===== src/sv/first_fit_coalescing_allocator_assert.svh =====
// Assertion macros for the first-fit coalescing allocator.
// Included by the top level; no other dependencies.
`ifndef FIRST_FIT_COALESCING_ALLOCATOR_ASSERT_SVH
`define FIRST_FIT_COALESCING_ALLOCATOR_ASSERT_SVH

// Condition on this edge implies a condition on the same edge.
`define FFCA_ASSERT_NOW(label, clk, rst_n, cond, expr) \
  label: assert property (@(posedge clk) disable iff (!rst_n) (cond) |-> (expr)) \
    else $error("allocator check failed");

// Condition on this edge implies a condition on the next edge.
`define FFCA_ASSERT_NEXT(label, clk, rst_n, cond, expr) \
  label: assert property (@(posedge clk) disable iff (!rst_n) (cond) |=> (expr)) \
    else $error("allocator check failed");

`endif


===== src/sv/ffca_pkg.sv =====
// Shared types and constants of the first-fit coalescing allocator.
// No dependencies.
`default_nettype none
package ffca_pkg;
  localparam int HEAP_BYTES = 1048576;
  localparam int SPLIT_MARGIN = 1024;
  localparam int HEADER_BYTES = 24;
  localparam int FREE_N = 64;
  localparam int USED_N = 64;

  localparam int ADDR_W = 20;
  localparam int LEN_W = 21;
  localparam int SUM_W = 48;
  localparam int FIDX_W = $clog2(FREE_N);
  localparam int CNT_W = FIDX_W + 1;
  localparam int UIDX_W = $clog2(USED_N);

  localparam logic [LEN_W-1:0] HEAP_LEN = LEN_W'(HEAP_BYTES - HEADER_BYTES);
  localparam logic [SUM_W-1:0] SUM_MAX = '1;

  localparam logic [1:0] ST_OK      = 2'd0;
  localparam logic [1:0] ST_NOFIT   = 2'd1;
  localparam logic [1:0] ST_FULL    = 2'd2;
  localparam logic [1:0] ST_UNKNOWN = 2'd3;

  localparam logic CMD_ALLOC = 1'b0;
  localparam logic CMD_FREE  = 1'b1;

  typedef struct packed {
    logic [ADDR_W-1:0] start;
    logic [LEN_W-1:0]  len;
  } seg_t;

  typedef enum logic [1:0] {
    OP_NONE, OP_WRITE, OP_REMOVE, OP_INSERT
  } cell_op_t;

  typedef struct packed {
    cell_op_t          op;
    logic [FIDX_W-1:0] idx;
    seg_t              data;
  } cell_cmd_t;

  typedef struct packed {
    logic [LEN_W-1:0]  size;
    logic [ADDR_W-1:0] blk;
  } cell_key_t;
endpackage
`default_nettype wire


===== src/sv/ffca_used_mem.sv =====
// Allocated-block table: one write port, one registered read port.
// Depends on ffca_pkg.
`default_nettype none
module ffca_used_mem import ffca_pkg::*; (
  input  wire logic              clk,
  input  wire logic              we,
  input  wire logic [UIDX_W-1:0] waddr,
  input  wire seg_t              wdata,
  input  wire logic [UIDX_W-1:0] raddr,
  output seg_t                   rdata
);
  seg_t mem [USED_N];
  seg_t rdata_r;

  always_ff @(posedge clk) begin
    if (we) mem[waddr] <= wdata;
    rdata_r <= mem[raddr];
  end

  assign rdata = rdata_r;
endmodule
`default_nettype wire


===== config.mk =====
export PLATFORM = sky130hd
export DESIGN_NAME = ffca_used_mem
export DESIGN_NICKNAME = d
export VERILOG_FILES = /design/src/sv/first_fit_coalescing_allocator_assert.svh /design/src/sv/ffca_pkg.sv /design/src/sv/ffca_used_mem.sv
export SDC_FILE = /design/constraint.sdc
export NUM_CORES = 2
export LEC_CHECK = 0
export ABC_AREA = 0
export BUFFER_PORTS_ARGS = -buffer_cell sky130_fd_sc_hd__buf_2
export CAP_MARGIN = 20
export CORE_MARGIN = 2
export CORE_UTILIZATION = 30
export CTS_CLUSTER_SIZE = 40
export DETAILED_ROUTE_END_ITERATION = 10
export RECOVER_POWER = 100
export SYNTH_ARGS = -nofsm -noshare
export SYNTH_HDL_FRONTEND = slang
export SYNTH_SLANG_ARGS = --single-unit

===== constraint.sdc =====
create_clock -name clk -period 4.9 [get_ports clk]
set_input_delay 0.245 -clock clk [delete_from_list [all_inputs] [get_ports clk]]
set_output_delay 0.245 -clock clk [all_outputs]
set_load 0.02 [all_outputs]

# [Word level (Yosys, flattened, before mapping)]
# Memory sizes are Yosys's and may differ from the RTL's. A register that Yosys moved wholly into a read port is not among the register bits.
# Index checks and enable logic that the tools add are counted.
[totals] out_inout_bits=41 in_bits=55 mem_bits_ro=0 reg_bits=0 ramBits=2624 word_cells=3 memories=1 latchBits=0
[memory_table] memory="mem" depth=64 word_bits=41 rd=1 rd_clocked_by_memory_dff=1 write_ports=1 line_no="ffca_used_mem.sv:12" source="seg_t mem [USED_N];"
[classes] n_eq_ne=0 n_div=0 bitwise_logic=0 n_shift=0 muxes=2 n_addsub=0 order_cmp=0 reduce_logical=0 multipliers=0
[op_table] operator="$mux W1" n=2

# [Depth between registers and ports, before layout]
[depth] ltp_word=2 mapped_depth=9 mapped_depth_nobuf=5

# [Worst setup path after synthesis]
# No wires, ideal clock.
[synth_timing] path_kind="input to register" from="in waddr[3]" to="mem mem[48][0] in the netlist's numbering, enable pin" path_stages=4 required_ps=4410 path_buffers=1 setup_ps=490 arrival_ps=3548 path_slack_ps=862 cell_sequence="clkbuf_1 -> nor2b_1 -> nand4b_1 -> nor3_1"
[synth_rtl] item="start, declared" line_no="ffca_used_mem.sv:7" source="input wire logic [UIDX_W-1:0] waddr,"
[synth_rtl] item="end, declared" line_no="ffca_used_mem.sv:12"
# Straight into the memory's write port.

# [Worst setup path after layout]
[layout_timing] from="in we" to="mem mem[50][1] in the netlist's numbering, enable pin"
[layout_between] elab_chain_len=2
[layout_rtl] item="start, declared" line_no="ffca_used_mem.sv:6" source="input wire logic we,"
[layout_rtl] item="$mux W1" line_no="ffca_used_mem.sv:16" source="if (we) mem[waddr] <= wdata;"
[layout_rtl] item="$mux W1 (implied by the code)" line_no="ffca_used_mem.sv:16"
# Every way passes these cells.

==> out/metrics.cfg <==
[run_status]
outcome=finished with violations
violations=capacitance limit, slew limit

[clocking]
cts_setup_buffers=0
clock_latency_ns=0.85
cts_sinks=2665
cts_buffer_depth=4
cts-htree-levels=5
root_buffer=clkbuf_16
cts_tree=built
numCtsBuffers=267
path_clk_slew_ns=0.06

[detailed_routing]
drc=0
finalWirelength_um=272000
vias_per_cell=5.22
wl_per_cell_um=29.6
dr.pass1.iters=5
drtAntennaViolNets=0
drt_iter0_drc=5930
vias=47889

[placed_design]
dp_hpwl_um=151000
port-buffer-count=95
postPlaceCellArea_um2=107000
place.gp.congestion=0.785

[synth]
synth_flop_cell=edfxtp_1
yosys.area.top_type=edfxtp_1
ys_seq_elements=2665
async_flop_share_pct=0
yosysWarnings=0
ys_seq_area_share_pct=79.5
synth-edff-count=2624
syn_inst=4226
yosysUniqueCellTypes=37
syn_nets=4281
syn_area_um2=100000
synth_top_cell_area_share_pct=78.7
syn_avg_cell_area_um2=23.7
synthTopCellsByArea=edfxtp_1 (79%), mux4_2 (15%), dfxtp_1 (0.82%)

[layout]
final_net_count=4632
mostFrequentLayoutCells=edfxtp_1 (2,624), mux4_2 (654), clkbuf_16 (273)
final_layout_size_suffix_gt1_share_pct=25.2
fin_area_um2=115000
area_growth_pct=14.9
layout_commonest_cell=edfxtp_1

[global_route]
grt_usage_pct=15.7
grt_max_degree=89
antenna_found_initial=37
grt.overflow.total=0
grt_pass1_wl_um=380000
grt_pass1_vias=48758

[sta]
setup_viol=0
maxSlewViolCount=3999
finalHoldViolations=0
period_share_pct=80.4
worstMarginPinSlew_ns=4.29
rsz0062_at_grt=no
max-slew-margin-rel_pct=-186
fin_skew_ns=0.0596
clock.fmax_mhz=254
fin_crit_ns=3.94
tns_ns=0

[flow_run]
drv_cap=101

[die]
core.rowCount=212
die_h_um=582
dieWidth_um=582
io_pins=96
die_area_um2=338000
initial_core_util_pct=30.1
coreArea_um2=333000

[pwr]
peakVddDrop_uv=221
power_leakage_nw=34.7
p_per_area_nw_per_um2=410

[min_path]
min_path_type=input port to flip-flop

[worst_setup_path]
crit_type=input port to flip-flop
arrival_ns=4.28
critical_path.max_fanout=41
crit_path_end_kind=flip-flop
worstSetupStartpointType=input port
critPathRequiredTime_ns=5.24

==> logic make-up (layout without fill, tap and decap cells) <==
family / Yosys count / count (layout) / share of synthesized area [%]
mux: 703 / 703 / 15.2
flops: 2665 / 2665 / 79.5
buf+inv: 243 / 788 / 1.34
simple gates: 209 / 209 / 0.957
other cells: 0 / 15 / 0
compound gates: 406 / 406 / 2.96
==> area by class of cell <==
class / count / area, um2
well taps: 4387 / 5490
diodes: 15 / 37.5
repair buffers: 325 / 2320
flip-flops and latches: 2665 / 79600
clock inverters: 122 / 997
clock buffers: 341 / 7160
fillers: 30560 / 218000
multi-input cells: 1318 / 19400
==> state kept, by name, indices dropped and copies added, names as in the netlist <==
| signal | flops |
|---|---|
| mem | 2624 |
| rdata | 41 |
==> per-layer routing <==
layer  up-vias  global-route usage [%]  share of wire (%)
li1      19037                       -                  -
met1     26205                    20.8                 40
met2      2174                    26.0                 49
met3       453                    3.12                8.3
met4        20                    4.77                3.2
met5         -                       0              0.083
==> final timing paths <==
check / from / endpoint / slack, ns / depth (start not counted)
worst max register to register: mem[27][24]$_DFFE_PP_ / rdata[24]$_DFF_P_ / 2.54 / 4
worst max-delay path: we / mem[50][1]$_DFFE_PP_ / 0.96 / 5
worst min register to register: mem[12][14]$_DFFE_PP_ / rdata[14]$_DFF_P_ / 0.85 / 3
worst min-delay path: raddr[5] / rdata[11]$_DFF_P_ / 0.18 / 3
==> critical path, stage by stage <==
cell and delay [ns]:
clkbuf_1 0.20, nor2b_1 0.21, nand4b_1 0.35, nor2_4 0.19, clkbuf_1 2.99
==> where the power goes <==
part           internal [mW]  switching, mW
Combinational          0.802           1.49
Sequential              25.3          0.128
Clock                   11.0           8.47
Total                   37.1           10.1
==> metrics by stage <==
| step | hold WS [ns] | util, % | cells | worst slack [ns] | total power, mW |
|---|---|---|---|---|---|
| finish | 0.177 | 34.5 | 9173 | 0.960 | 47.2 |
| global route | 0.184 | 34.5 | 9167 | 0.899 | 48.4 |
| CTS | 0.0362 | 34.7 | 9104 | 2.07 | 47.5 |
| detailed placement | 0.699 | 32.2 | 8641 | 1.18 | 28.2 |
| global placement | 0.711 | 32.2 | 8639 | 1.15 | 28.1 |
| floorplan | 0.344 | - | 4226 | 0.862 | 27.0 |
==> synthesized netlist by cell type, types with 2 or more instances <==
cell type,instances
o21ai_0,11
nor2_1,114
a21oi_1,67
o22ai_1,93
nand3_1,14
a22oi_1,44
nand4_1,3
buf_2,72
nor2_2,2
clkbuf_1,86
or3b_2,4
a22o_1,70
o221ai_1,26
nand2b_1,8
nor2b_1,13
or2_2,2
and2_1,4
buf_6,21
mux2i_1,44
edfxtp_1,2624
nand3b_1,5
buf_4,45
dfxtp_1,41
buf_1,18
mux4_2,654
nor3_1,18
or3_1,3
a311oi_1,11
a221oi_1,71
a211oi_1,11
nand2_1,17
mux2_2,5
==> what timing repair did <==
action	4_1_cts	5_1_grt
endpoints found under the hold margin	0	814
gates resized for setup	0	0
hold buffers	0	27
No activity file was read; power rests on OpenSTA's default activity.
