<file path="config.mk">
export PLATFORM = sky130hd
export DESIGN_NAME = ffca_cell
export DESIGN_NICKNAME = d
export VERILOG_FILES = /design/src/sv/first_fit_coalescing_allocator_assert.svh /design/src/sv/ffca_pkg.sv /design/src/sv/ffca_cell.sv
export SDC_FILE = /design/constraint.sdc
export NUM_CORES = 1
export LEC_CHECK = 0
export BUFFER_PORTS_ARGS = -buffer_cell sky130_fd_sc_hd__clkbuf_2
export CAP_MARGIN = 20
export CORE_ASPECT_RATIO = 0.7
export CORE_MARGIN = 5
export CORE_UTILIZATION = 24
export CTS_CLUSTER_SIZE = 30
export DETAILED_ROUTE_END_ITERATION = 7
export SLEW_MARGIN = 20
export SYNTH_ARGS = -nofsm -noshare
export SYNTH_HDL_FRONTEND = slang
export SYNTH_SLANG_ARGS = --single-unit
</file>
<file path="constraint.sdc">
create_clock -name clk -period 2.76 [get_ports clk]
set_clock_uncertainty 0.05 [all_clocks]
set_input_delay 0.69 -clock clk [delete_from_list [all_inputs] [get_ports clk]]
set_output_delay 0.69 -clock clk [all_outputs]
set_load 0.1 [all_outputs]
</file>
<file path="src/sv/first_fit_coalescing_allocator_assert.svh">
// Assertion macros for the first-fit coalescing allocator.
// Included by the top level; no other dependencies.
`ifndef FIRST_FIT_COALESCING_ALLOCATOR_ASSERT_SVH
`define FIRST_FIT_COALESCING_ALLOCATOR_ASSERT_SVH

// Condition on this edge implies a condition on the same edge.
`define FFCA_ASSERT_NOW(label, clk, rst_n, cond, expr) \
  label: assert property (@(posedge clk) disable iff (!rst_n) (cond) |-> (expr)) \
    else $error("allocator check failed");

// Condition on this edge implies a condition on the next edge.
`define FFCA_ASSERT_NEXT(label, clk, rst_n, cond, expr) \
  label: assert property (@(posedge clk) disable iff (!rst_n) (cond) |=> (expr)) \
    else $error("allocator check failed");

`endif

</file>
<file path="src/sv/ffca_pkg.sv">
// Shared types and constants of the first-fit coalescing allocator.
// No dependencies.
`default_nettype none
package ffca_pkg;
  localparam int HEAP_BYTES = 1048576;
  localparam int SPLIT_MARGIN = 1024;
  localparam int HEADER_BYTES = 24;
  localparam int FREE_N = 64;
  localparam int USED_N = 64;

  localparam int ADDR_W = 20;
  localparam int LEN_W = 21;
  localparam int SUM_W = 48;
  localparam int FIDX_W = $clog2(FREE_N);
  localparam int CNT_W = FIDX_W + 1;
  localparam int UIDX_W = $clog2(USED_N);

  localparam logic [LEN_W-1:0] HEAP_LEN = LEN_W'(HEAP_BYTES - HEADER_BYTES);
  localparam logic [SUM_W-1:0] SUM_MAX = '1;

  localparam logic [1:0] ST_OK      = 2'd0;
  localparam logic [1:0] ST_NOFIT   = 2'd1;
  localparam logic [1:0] ST_FULL    = 2'd2;
  localparam logic [1:0] ST_UNKNOWN = 2'd3;

  localparam logic CMD_ALLOC = 1'b0;
  localparam logic CMD_FREE  = 1'b1;

  typedef struct packed {
    logic [ADDR_W-1:0] start;
    logic [LEN_W-1:0]  len;
  } seg_t;

  typedef enum logic [1:0] {
    OP_NONE, OP_WRITE, OP_REMOVE, OP_INSERT
  } cell_op_t;

  typedef struct packed {
    cell_op_t          op;
    logic [FIDX_W-1:0] idx;
    seg_t              data;
  } cell_cmd_t;

  typedef struct packed {
    logic [LEN_W-1:0]  size;
    logic [ADDR_W-1:0] blk;
  } cell_key_t;
endpackage
`default_nettype wire

</file>
<file path="src/sv/ffca_cell.sv">
// One free-segment cell of the address-ordered chain.
// Depends on ffca_pkg.
`default_nettype none
module ffca_cell import ffca_pkg::*; (
  input  wire logic              clk,
  input  wire logic              rst_n,
  input  wire logic [FIDX_W-1:0] cell_idx,
  input  wire cell_cmd_t         cmd,
  input  wire cell_key_t         key,
  input  wire seg_t              left,
  input  wire seg_t              right,
  output seg_t                   data,
  output logic                   fit,
  output logic                   gt
);
  seg_t data_r, data_nxt;
  logic fit_r, gt_r;

  always_comb begin
    data_nxt = data_r;
    case (cmd.op)
      OP_WRITE: begin
        if (cell_idx == cmd.idx) data_nxt = cmd.data;
      end
      OP_REMOVE: begin
        if (cell_idx >= cmd.idx) data_nxt = right;
      end
      OP_INSERT: begin
        if (cell_idx > cmd.idx) data_nxt = left;
        else if (cell_idx == cmd.idx) data_nxt = cmd.data;
      end
      default: data_nxt = data_r;
    endcase
  end

  always_ff @(posedge clk) begin
    if (!rst_n) begin
      data_r <= '{start: '0, len: HEAP_LEN};
    end else begin
      data_r <= data_nxt;
    end
  end

  // Compare against the broadcast key; the result is registered.
  always_ff @(posedge clk) begin
    fit_r <= (data_r.len >= key.size);
    gt_r  <= (data_r.start > key.blk);
  end

  assign data = data_r;
  assign fit  = fit_r;
  assign gt   = gt_r;
endmodule
`default_nettype wire

</file>
== Yosys cells after proc, flatten, opt, wreduce, memory -nomap -nowiden ==
Index checks and enable logic that the tools add are counted.

* Register bits: 43
* Latch bits: 0
* Memory bits (writable): 0
* Memory bits (read-only): 0
* Bits of input ports: 180
* Output and inout port bits: 43
* Word-level logic and storage cells: 19
* Memories: 0

* Add/subtract/negate cells: 0
* Multipliers: 0
* Divide/modulo/power cells: 0
* Order comparisons: 4
* Equality and inequality tests: 5
* Shift operators: 0
* Mux-type cells: 4
* Bitwise operators: 0
* Reductions and logical operators: 2

{| class="wikitable"
|+ Operators by type and width
! kind !! number
|-
| two-way mux 41 bit || 3
|-
| case mux 41 bit (3 select lines) || 1
|-
| greater-or-equal comparator 21 bit || 1
|-
| greater-than comparator 20 bit || 1
|-
| == test 6 bit || 1
|-
| greater-or-equal comparator 6 bit || 1
|-
| greater-than comparator 6 bit || 1
|-
| == test 2 bit, second input constant || 2
|-
| nonzero test 3 bit || 1
|-
| == test 2 x 1 -> 1 bit, second input constant || 1
|-
| != test 2 bit, second input constant || 1
|-
| AND reduction 2 bit || 1
|}

== Logic depth before layout (Yosys ltp) ==
Gate-level depths: netlist (run 1).

* Depth in word-level cells: 4
* Gate-level depth with buffers: 10
* Depth with buffers taken out: 8

== Least setup slack after synthesis (run 1) ==
Ideal clock, no wire load.

* Kind: in2reg
* Start point: input port cmd[44] (netlist name)
* End point: register data_r (netlist bit data[1])
* Library setup time: 0.135 ns
* Arrival: 2.398 ns
* Required time: 2.575 ns
* Slack: 0.177 ns
* Stages: 9
* Path buffers: 1
* Cell sequence: inv_1 -> ha_1 -> a211oi_2 -> nor2_1 -> or3_4 -> o311a_4 -> buf_6 -> a21oi_1 -> o22ai_1

* Word-level cells in the longest chain between the ends: 4
* Elaborated cells between the ends (all ways): 8
* Those cells by class: 2 x order compare; 2 x eq/ne; 3 x mux; 1 x reduce/logical

{| class="wikitable"
|+ RTL lines
! what !! RTL line !! source
|-
| from (decl) || ffca_cell.sv:8 || <nowiki>input wire cell_cmd_t cmd,</nowiki>
|-
| parallel branches: the longest is 4 deep, another holds greater-than comparator 6 bit || -- ||
|-
| to (signal assigned) || ffca_cell.sv:38 || <nowiki>data_r <= '{start: '0, len: HEAP_LEN};</nowiki>
|-
| to (signal assigned) || ffca_cell.sv:40 || <nowiki>data_r <= data_nxt;</nowiki>
|-
| to (decl) || ffca_cell.sv:16 || <nowiki>seg_t data_r, data_nxt;</nowiki>
|}

Parallel ways; which one is timed is not known.
A chain may end at the register's enable or synchronous reset.

== Worst setup path in the final report (run 1) ==
* Start point: input port cmd[44] (netlist name)
* End point: register data_r (netlist bit data[8])

Same word-level chain as after synthesis.

==> results of run 1 <==
routing by layer:
metal	track usage	share of wire	wire, um
met1	0.233	0.50	7610
met2	0.235	0.40	6140
met3	0.0444	0.090	1370
met4	0.0295	0.0098	150
met5	0	0.00085	13
critical path, cell delays in order:
cell and delay, ps:
clkbuf_2 80, inv_1 30, ha_1 300, nand4_1 190, a21oi_1 270, o31ai_2 120, nor2_4 600, buf_4 280
a22o_1 150, o32a_1 130
cell type report:
cell class              instances  area share
well taps                     200      0.0452
multi-input cells             355       0.464
inverters                      74      0.0502
clock buffers                   6      0.0233
clock inverters                 2     0.00226
flip-flops and latches         43       0.155
repair buffers                255       0.260
cells in the mapped netlist (10+ instances only):
library cell | number | area (um2)
and3_1 | 24 | 150
ha_1 | 47 | 588
a21o_1 | 10 | 75.1
dfxtp_1 | 43 | 861
a21oi_1 | 72 | 360
a2111oi_0 | 24 | 210
clkbuf_1 | 22 | 82.6
o32a_1 | 10 | 100
inv_1 | 74 | 278
nand2_1 | 61 | 229
a22o_1 | 16 | 140
o22ai_1 | 24 | 150
flip-flops by register name, indices dropped and copies added, names as in the netlist:
register	count
gt	1
fit	1
data	41
cells in the final DEF, fill, tap and decap left out, drive strengths merged, types with 3 or more instances in the layout:
master   instances
clkbuf         228
a21oi           72
and3            24
a211oi           4
ha              47
a21o            10
nand2           61
buf             33
o32a            16
nor2b            4
nand4            7
o22ai           24
o21ai            7
nor2             8
dfxtp           43
a2111oi         24
inv             74
nand3            3
a22o            16
report_power, final:
group	internal (mW)	switching [mW]	leakage (nW)
Sequential	0.708	0.0997	0.357
Clock	0.335	0.270	0.0669
Combinational	0.445	1.04	2.60
through the flow:
stage	power, mW	util	cells	TNS, ps	hold slack (ps)
after floorplan	1.87	-	508	0	830
after global placement	2.29	0.343	927	-7870	443
after detailed placement	2.30	0.343	927	-8530	452
after CTS	2.92	0.353	935	-34.4	457
after global routing	3.08	0.355	935	-317	474
final	2.90	0.355	935	0	458
cell families after synthesis:
logic type | Yosys count
AOI/OAI and AO/OA | 190
and+or+nand+nor | 118
buffers and inverters | 110
adders and majority gates | 47
DFF | 43
repair_timing:
action	CTS	global route
gates resized for setup	4	11
pin swaps	0	1
setup endpoints to repair	3	37
endpoints found under the hold margin	0	0
cloned	0	0
final timing paths:
kind	slack, ps	startpoint	to	cells past startpoint
hold / removal	460	data[37]	data[37]	2
setup / recovery	100	cmd[44]	data[8]	10
setup reg to reg	880	data[30]	gt	5
hold reg to reg	460	data[37]	data[37]	2
==> impl_metrics.py, run 1 <==
metrics = {
    "timing": {
        "period_share": 0.965,
        "setup_viol": 0,
        "finalHoldViolCount": 0,
        "worst_pin_slew_ps": 765,
        "period_minus_slack_ps": 2660,
        "rsz0062_at_grt": "yes",
        "fmax_mhz": 375,
        "worst_slack_ps": 95.6,
        "slew_headroom": 0.489,
        "drv_slew": 0,
    },
    "die": {
        "row_count": 38,
        "die_x_um": 161,
        "coreArea_mm2": 0.0156,
        "dieArea_mm2": 0.0187,
        "start_util": 0.246,
        "io_pins": 223,
        "dieHeight_um": 116,
    },
    "global_route": {
        "grt_max_degree": 57,
        "grtUsageTotal": 0.159,
        "grt_pass1_wl_mm": 23.8,
        "gr-total-overflow": 0,
        "antenna_found_initial": 1,
        "grt_pass1_vias": 4582,
    },
    "flow_run": {
        "cap_violations": 0,
    },
    "cells_and_area": {
        "finalInstanceArea_mm2": 0.00554,
        "final_nets": 961,
        "nFillCells": 1691,
        "diodes": 0,
        "drive_gt1_frac": 0.385,
        "multi_input_area_mm2": 0.00257,
        "area_growth_pct": 44.1,
        "ff_latch_area_um2": 861,
    },
    "power_and_ir_drop": {
        "vdd_drop_max_mv": 0.365,
        "p_leak_nw": 3.02,
        "p_per_area_mw_per_mm2": 524,
    },
    "outcome": {
        "status": "completed",
    },
    "route": {
        "detail_route.iter0.violations": 256,
        "vias": 4544,
        "wl_per_cell_um": 16.3,
        "firstDrtPassIters": 6,
        "avgViaCountPerCell": 4.86,
        "ant_nets": 0,
        "wl_mm": 15.3,
        "drc": 0,
    },
    "clock_tree": {
        "clk_latency_ps": 290,
        "holdBufCountCts": 0,
        "cts_sinks": 43,
        "h-tree-depth": 2,
        "cts_root_buffer": "clkbuf_16",
        "cts.clk_slew.worst_paths_ps": 70,
        "cts_buffers": 5,
        "cts_tree": "yes",
        "cts_setup_buffers": 0,
        "cts.path.max_buffers": 2,
    },
    "synth": {
        "synth_seq_cells": 43,
        "synth_top_family_by_area": "compound AO/OA/AOI/OAI gates",
        "synthFlopType": "dfxtp_1",
        "synth_compound_area_frac": 0.347,
        "synth_mux_area_frac": 0,
        "yosys_warnings": 0,
        "async_flop_share": 0,
        "synth_fa_ha_area_frac": 0.153,
        "synth_xor_area_frac": 0,
        "synth_edf_count": 0,
        "synth-simple-area-share": 0.156,
        "synth.net_count": 735,
        "post_synth.cell_area_avg_um2": 7.56,
        "synth_cell_type_count": 50,
        "ys_seq_area_frac": 0.224,
        "synthCells": 508,
        "syn-cell-area_mm2": 0.00384,
    },
    "setup_path": {
        "critPathCaptureType": "flop",
        "critPathMaxFanout": 24,
        "start_kind": "input pin",
        "crit_required_ps": 2940,
        "critPathKind": "input pin to flop",
        "worstPathArrival_ps": 2850,
    },
    "placement": {
        "gp_congestion": 0.830,
        "dp_hpwl_mm": 12.3,
        "postPlaceCellArea_mm2": 0.00536,
        "place_ws_ps": -457,
        "io_buffers": 222,
    },
    "hold_path": {
        "hp-class": "flop to flop",
    },
}
No activity file was read; power rests on OpenSTA's default activity.
==> run 2: changes to the inputs <==
- CELL_PAD_IN_SITES_DETAIL_PLACEMENT: unset -> 0
- CELL_PAD_IN_SITES_GLOBAL_PLACEMENT: unset -> 1
- CORE_MARGIN: 5 -> 2
- PLACE_DENSITY_LB_ADDON: unset -> 0.1
==> run 2 against run 1 <==
Sequential power barely moved. Via count shrank 1.5%. Global-route usage is 1.5 points higher. First-iteration DRC count grew 0.78%. Sequential share of layout area up 0.14 points. Clock-buffer cell count did not move. Routed wire length fell by 1.8%. Critical endpoint is now data[40]. Flip-flop and latch count unchanged. Non-clock buffer count shrank 3.
==> impl_metrics.py, run 2 (same netlist as run 1, synthesis figures left out) <==
metrics = {
    "die": {
        "io_pins": 223,
        "coreArea_mm2": 0.0156,
        "dieArea_mm2": 0.0171,
        "dieHeight_um": 110,
        "row_count": 38,
        "start_util": 0.246,
        "die_x_um": 155,
    },
    "power_and_ir_drop": {
        "switching_power_mw": 1.39,
        "p_per_area_mw_per_mm2": 539,
        "swShare": 0.470,
        "combPwrFrac": 0.496,
        "power.share.clock": 0.229,
        "vdd_drop_max_mv": 0.276,
        "p_seq_frac": 0.274,
        "p_int_mw": 1.57,
        "p_leak_nw": 3.01,
    },
    "setup_path": {
        "reg2reg_depth": 7,
        "path_cells": "clkbuf_2 > ha_1 > a211oi_2 > nor2_1 > o31ai_1 > buf_4 > nor2_4 > a2111oi_0 > o22ai_1",
        "critPathKind": "input pin to flop",
        "crit_required_ps": 2850,
        "max_stage_delay_ps": 680,
        "start_kind": "input pin",
        "critPathCaptureType": "flop",
        "r2r-end": "fit",
        "cp_slowest_cell": "a2111oi_0",
        "worstPathArrival_ps": 2730,
        "critPathMaxFanout": 26,
        "startpoint": "cell_idx[3]",
        "reg2reg_from": "data[6]",
        "r2r_setup_slack_ps": 830,
        "crit_end": "data[40]",
    },
    "route": {
        "drc": 0,
        "wl_met2_mm": 6.21,
        "wl_mm": 15.0,
        "avgViaCountPerCell": 4.80,
        "detail_route.iter0.violations": 258,
        "dr.max_layer_used": "met4",
        "wl_met3_um": 983,
        "vias": 4477,
        "firstDrtPassIters": 7,
        "wl_per_cell_um": 16.1,
        "ant_nets": 0,
        "wl_met1_mm": 7.75,
    },
    "clock_tree": {
        "h-tree-depth": 2,
        "clk_latency_ps": 290,
        "cts_buffers": 5,
        "cts_tree": "yes",
        "cts_sinks": 43,
        "cts.clk_slew.worst_paths_ps": 60,
        "cts_root_buffer": "clkbuf_16",
        "cts.path.max_buffers": 2,
        "cts_setup_buffers": 0,
    },
    "placement": {
        "gp_congestion": 0.785,
        "io_buffers": 222,
        "dp_hpwl_mm": 12.0,
        "dp.cells": 924,
        "postPlaceCellArea_mm2": 0.00532,
    },
    "cells_and_area": {
        "area_growth_pct": 42.8,
        "nFillCells": 1728,
        "layoutNonFillerInstCount": 932,
        "drive_gt1_frac": 0.375,
        "final_nets": 958,
        "final_common_cell": "clkbuf_2",
        "final_cell_mix": "222 x clkbuf_2, 74 x inv_1, 72 x a21oi_1",
        "largest_register_ffs": 41,
        "final_util": 0.352,
        "finalInstanceArea_mm2": 0.00549,
    },
    "timing": {
        "setup_viol": 0,
        "period_share": 0.954,
        "drv_slew": 0,
        "rsz0062_at_grt": "yes",
        "holdWs_ps": 463,
        "fmax_mhz": 380,
        "finalHoldViolCount": 0,
        "period_minus_slack_ps": 2630,
        "setup_tns_ps": 0,
        "worst_pin_slew_ps": 669,
        "slew_headroom": 0.542,
    },
    "flow_run": {
        "cap_violations": 0,
    },
    "global_route": {
        "grtUsageTotal": 0.174,
        "grt_pass1_wl_mm": 23.1,
        "grt_max_degree": 39,
        "gr-total-overflow": 0,
        "antenna_found_initial": 0,
        "grt_pass1_vias": 4515,
    },
    "outcome": {
        "status": "completed",
    },
    "hold_path": {
        "hp-class": "flop to flop",
    },
}
run 2: repair_timing:
action                     4_1_cts  5_1_grt
setup endpoints to repair        1       18
pin swaps                        0        0
hold buffers                     0        0
hold endpoints to repair         0        0
resized for setup                1        3
run 2: how the worst min path moves through the flow:
| stage | startpoint | endpoint | depth (start not counted) |
|---|---|---|---|
| final | data[32] | data[32] | 2 |
| after global routing | data[39] | data[39] | 2 |
| after CTS | data[24] | data[24] | 2 |
| after detailed placement | data[34] | data[34] | 2 |
| after global placement | data[30] | data[30] | 2 |
| after floorplan | left[0] | data[0] | 2 |
run 2: metrics by stage:
stage / total power [mW] / setup WS (ps)
2_1_floorplan: 1.87 / 177
3_3_place_gp: 2.28 / -318
3_5_place_dp: 2.30 / -290
4_1_cts: 2.99 / 66.2
5_1_grt: 3.15 / -69.2
6_report: 2.96 / 127
run 2: metal layers:
layer  vias up  GRT usage
li1       2310          -
met1      2014      0.252
met2       147      0.266
met3         6     0.0374
met4         0     0.0288
met5         -          0
run 2: critical path: cells and delay by family:
| kind | cells | cell delay (ps) |
|---|---|---|
| fa+ha+maj | 1 | 320 |
| simple gates | 2 | 200 |
| buf+inv | 2 | 260 |
| compound gates | 4 | 1270 |
run 2: power groups by stage:
stage | Sequential (mW) | Combinational (mW) | Clock, mW
3_3_place_gp | 0.824 | 1.46 | 0
3_5_place_dp | 0.829 | 1.47 | 0
2_1_floorplan | 1.41 | 0.464 | 0
6_report | 0.810 | 1.47 | 0.678
4_1_cts | 0.814 | 1.47 | 0.701
5_1_grt | 0.827 | 1.59 | 0.730
run 2: layout make-up:
class / count / area, um2 / share of cell area
inverters: 74 / 278 / 0.0506
diodes: 1 / 2.50 / 0.000456
well taps: 200 / 250 / 0.0456
clock buffers: 6 / 129 / 0.0235
multi-input cells: 355 / 2540 / 0.462
clock inverters: 1 / 30.0 / 0.00547
flip-flops and latches: 43 / 861 / 0.157
repair buffers: 252 / 1400 / 0.255
